`config.mk`:
```
export PLATFORM = sky130hd
export DESIGN_NAME = swct_cell
export DESIGN_NICKNAME = d
export VERILOG_FILES = /design/src/rtl/core/swct_pkg.sv /design/src/rtl/core/swct_cell.sv
export SDC_FILE = /design/constraint.sdc
export NUM_CORES = 1
export LEC_CHECK = 0
export ABC_AREA = 1
export BUFFER_PORTS_ARGS = -buffer_cell sky130_fd_sc_hd__buf_2
export CELL_PAD_IN_SITES_DETAIL_PLACEMENT = 1
export CELL_PAD_IN_SITES_GLOBAL_PLACEMENT = 2
export CORE_AREA = 2 2 296 298
export DETAILED_ROUTE_END_ITERATION = 8
export DIE_AREA = 0 0 298 300
export GPL_ROUTABILITY_DRIVEN = 0
export PLACE_DENSITY_LB_ADDON = 0.2
export SLEW_MARGIN = 20
export SYNTH_ARGS = -nofsm -noshare
export SYNTH_HDL_FRONTEND = slang
export SYNTH_SLANG_ARGS = --single-unit
```
`constraint.sdc`:
```
create_clock -name clk -period 9.8 [get_ports clk]
set_clock_uncertainty 0.05 [all_clocks]
set_input_delay 0 -clock clk [delete_from_list [all_inputs] [get_ports clk]]
set_output_delay 0 -clock clk [all_outputs]
set_load 0.02 [all_outputs]
```
`src/rtl/core/swct_pkg.sv`:
```
package swct_pkg;

	localparam int WORD_LEN_DEF      = 30;
	localparam int TABLE_ENTRIES_DEF = 64;
	localparam int COUNT_BITS_DEF    = 16;

	localparam int OP_W     = 2;
	localparam int CHAR_W   = 8;
	localparam int IDX_W    = 6;
	localparam int STATUS_W = 3;
	localparam int OCOUNT_W = 16;

	localparam logic [OP_W-1:0] OP_CHAR  = 2'd0;
	localparam logic [OP_W-1:0] OP_FLUSH = 2'd1;
	localparam logic [OP_W-1:0] OP_READ  = 2'd2;

	localparam logic [STATUS_W-1:0] ST_NEW   = 3'd0;
	localparam logic [STATUS_W-1:0] ST_INC   = 3'd1;
	localparam logic [STATUS_W-1:0] ST_FULL  = 3'd2;
	localparam logic [STATUS_W-1:0] ST_READ  = 3'd3;
	localparam logic [STATUS_W-1:0] ST_EMPTY = 3'd4;
	localparam logic [STATUS_W-1:0] ST_TRUNC = 3'd5;

	localparam logic [CHAR_W-1:0] SPACE_CHAR = 8'd32;

	// command broadcast along the cell row
	typedef struct packed {
		logic insert;   // shift/insert pass
		logic bump;     // increment the matching cell
	} swct_cmd_t;

endpackage

```
`src/rtl/core/swct_cell.sv`:
```
// One table slot: holds a word and its count, compares against the
// broadcast word and takes its left neighbour's contents on insertion.
module swct_cell #(
	parameter int WORD_LEN   = swct_pkg::WORD_LEN_DEF,
	parameter int COUNT_BITS = swct_pkg::COUNT_BITS_DEF
) (
	input  logic                          clk,
	input  logic                          arst_n,
	input  logic [WORD_LEN*8-1:0]         word,
	input  swct_pkg::swct_cmd_t           cmd,
	input  logic                          left_lt,   // neighbour below holds a smaller word
	input  logic                          left_used,
	input  logic [WORD_LEN*8-1:0]         left_chars,
	input  logic [COUNT_BITS-1:0]         left_count,
	output logic                          used,
	output logic                          lt,        // this entry < word
	output logic                          eq,
	output logic [WORD_LEN*8-1:0]         chars,
	output logic [COUNT_BITS-1:0]         count
);
	import swct_pkg::*;

	logic                  used_q;
	logic [WORD_LEN*8-1:0] chars_q;
	logic [COUNT_BITS-1:0] count_q;

	// big-endian packing: first character in the top byte, so plain compare works
	assign lt    = used_q && (chars_q < word);
	assign eq    = used_q && (chars_q == word);
	assign used  = used_q;
	assign chars = chars_q;
	assign count = count_q;

	// a slot becomes used when it takes the new word or a used neighbour's entry
	always_ff @(posedge clk or negedge arst_n) begin
		if (!arst_n) begin
			used_q <= 1'b0;
		end else if (cmd.insert && !lt) begin
			used_q <= used_q | left_used | left_lt;
		end
	end

	always_ff @(posedge clk) begin
		if (cmd.insert && !lt) begin
			if (left_lt) begin
				chars_q <= word;
				count_q <= COUNT_BITS'(1);
			end else begin
				chars_q <= left_chars;
				count_q <= left_count;
			end
		end else if (cmd.bump && eq && count_q != '1) begin
			count_q <= count_q + COUNT_BITS'(1);
		end
	end

endmodule

```
==> results.txt <==
Status: completed
GRT overflow: 0
Crit. End Element: flip-flop
Initial DRC count: 756
Worst rel slew slack: 33.3%
Bufs on Longest Clock Path: 3
Area grow syn2layout: 66.7%
Max FO, Critical Path: 103
Final hold violation count: 0
PnR worst setup slack: 5.22 ns
Leak: 14.0 nW
Initial Util: 19.9%
Via Count: 18900
Largest net degree at the start of global routing: 233
Crit share post-route: 46.8%
Die Y: 300 um
Synth Area in Compound Gates: 11.5%
Final setup fails: 0
Unrepaired setup endpoints after global routing: false
Gr usage total: 18.6%
Synthesized area: 17200 um2
First-pass GRT wire length: 127000 um
DR WL/cell: 19.0 um
Mapped Nets: 2747
Die area: 89400 um2
Pwr Density: 127 nW/um2
Synth Area per Inst: 8.58 um2
F_max: 0.218 GHz
IO buf count: 760
# DRC: 0
CP required: 9.90 ns
Commonest non-fill, non-tap cell in the layout: buf_2
Dpl hpwl: 66800 um
Dpl ws: 4.91 ns
Crit path time final: 4.58 ns
Largest family of logic cells by synthesized area: adder cells
Worst path arrival time: 4.69 ns
Post-Route WL: 84900 um
Vias/cell: 4.23
Most frequent cells in the layout: 760 x buf_2, 545 x nand2_1, 517 x dlygate4sd3_1
Fraction of layout cells with a size suffix above 1: 25.2%
CTS tree: done
TNS Setup: 0 ns
Worst-Margin Slew: 1.00 ns
CP startpoint kind: flip-flop
# rows: 108
IO Pins: 761
Initial antenna violation count: 35
Filler Cells Inserted: 10500
WS Path Type: reg2reg
Sink Count: 257
DR pass1 iterations: 4
Max cap viols: 0
Fin. max-slew vios: 0
Clock transition at path regs: 0.06 ns
Core area: 86200 um2
H-tree Lvls: 2
Netlist cell types: 30
Clock Tree Root: clkbuf_16
Post-synthesis sequential area ratio: 44.9%
Die width: 298 um
CTS buffer count: 39
Worst Hold Class: in2reg
Multiplexer share of the synthesized area: 0%
Xor/xnor cell area share of the yosys netlist: 0.713%
Final nets: 4011
Post-synthesis register bit count: 257
Vias in the first global route: 20800
Cell count after synthesis: 2004
Synth Warn #: 0
Antenna-violating nets left: 0
Simple-Gate Fraction of Synth Area: 16.9%
Worst vdd ir: 0.0783 mV
Adder and majority cell fraction of the synthesized area: 17.5%
Skew-Pair Late Insertion Delay: 0.55 ns
cell type report:
| type | count | area (um2) | area share [%] |
|---|---|---|---|
| Antenna cell | 17 | 42.5 | 0.148 |
| Multi-Input combinational cell | 1365 | 8030 | 28.0 |
| Inverter | 323 | 1230 | 4.28 |
| Tap cell | 1155 | 1450 | 5.04 |
| Clock buffer | 53 | 1090 | 3.81 |
| Clock inverter | 14 | 72.6 | 0.253 |
| Timing Repair Buffer | 1282 | 9030 | 31.5 |
| Sequential cell | 257 | 7710 | 26.9 |
Yosys cell counts:
cell type | number | area, um2
a21oi_1 | 105 | 526
nand3b_1 | 1 | 7.51
dfrtp_1 | 1 | 25.0
edfxtp_1 | 256 | 7690
nor2b_1 | 1 | 6.26
nand3_1 | 43 | 215
nor3_1 | 6 | 30.0
or2_2 | 2 | 12.5
and2_1 | 4 | 25.0
a21o_1 | 8 | 60.1
inv_1 | 323 | 1210
nand2_1 | 545 | 2050
xor2_1 | 11 | 96.3
buf_1 | 4 | 15.0
o21bai_1 | 1 | 7.51
buf_4 | 1 | 7.51
o21ai_0 | 260 | 1300
nor2_2 | 2 | 12.5
buf_2 | 2 | 10.0
nor3b_2 | 1 | 12.5
buf_6 | 1 | 11.3
clkbuf_1 | 51 | 191
nor2_1 | 93 | 349
nand4_1 | 19 | 119
xnor2_1 | 3 | 26.3
a211oi_1 | 1 | 7.51
nand2_4 | 2 | 22.5
o21a_1 | 11 | 82.6
ha_1 | 241 | 3020
nor3_2 | 5 | 50.1
timing repair:
| item | in CTS | in global routing |
|---|---|---|
| gates resized for setup | 0 | 0 |
| hold endpoints to repair | 258 | 0 |
| setup buffers | 0 | 0 |
| hold buffers | 517 | 0 |
power breakdown:
group | internal [mW] | total, mW | switching [mW]
clock | 0.775 | 1.33 | 0.560
combinational | 0.427 | 0.943 | 0.516
sequential | 1.32 | 1.36 | 0.0455
total | 2.52 | 3.64 | 1.12
worst max-delay path, cell delays in order, from the launching register on:
cell and delay [ns]:
edfxtp_1 0.40, ha_1 0.33, nand4_1 0.13, nor3_2 0.27, nand2_1 0.12, nor3_2 0.28
nand3_1 0.14, nor3_2 0.23, nand2_1 0.14, nand2_4 0.22, nand2_4 0.21, inv_8 0.64
buf_4 0.88
final timing paths:
kind                       depth (start not counted)                  from  slack (ns)              endpoint
max reg2reg                                       12  chars[203]$_DFFE_PP_        5.22  chars[224]$_DFFE_PP_
min in group asynchronous                          3                arst_n        0.28      used$_DFFE_PN0P_
min reg2reg                                        2      used$_DFFE_PN0P_        0.55      used$_DFFE_PN0P_
max                                               12  chars[203]$_DFFE_PP_        5.22  chars[224]$_DFFE_PP_
min                                                4                cmd[1]        0.15    count[7]$_DFFE_PP_
max in group asynchronous                          3                arst_n        9.32      used$_DFFE_PN0P_
sequential cells by signal, summed over array words and instances, names as in the netlist:
register	count
chars	240
count	16
used	1
metal layers:
layer	track usage [%]	wire length (um)
met1	19.8	32400
met2	35.5	44900
met4	5.16	2200
met3	5.03	5280
met5	0	135
through the flow:
| step | area, um2 | util (%) | std cells | power (mW) | hold WS (ns) |
|---|---|---|---|---|---|
| finish | 28700 | 33.2 | 4466 | 3.64 | 0.146 |
| global route | 28600 | 33.2 | 4464 | 3.86 | 0.168 |
| CTS | 28600 | 33.2 | 4449 | 3.71 | 0.101 |
| detailed placement | 22300 | 25.8 | 3865 | 2.14 | -0.271 |
| global placement | 22300 | 25.8 | 3865 | 2.13 | -0.273 |
| floorplan | 17200 | - | 2004 | 1.80 | -0.346 |
logic make-up after synthesis:
family                     after synthesis
adders and majority gates              241
and+or+nand+nor                        724
AOI/OAI and AO/OA                      386
buffers and inverters                  382
DFF                                    257
xor gates and xnor gates                14
Note: power is estimated with default switching activity, not from simulation.
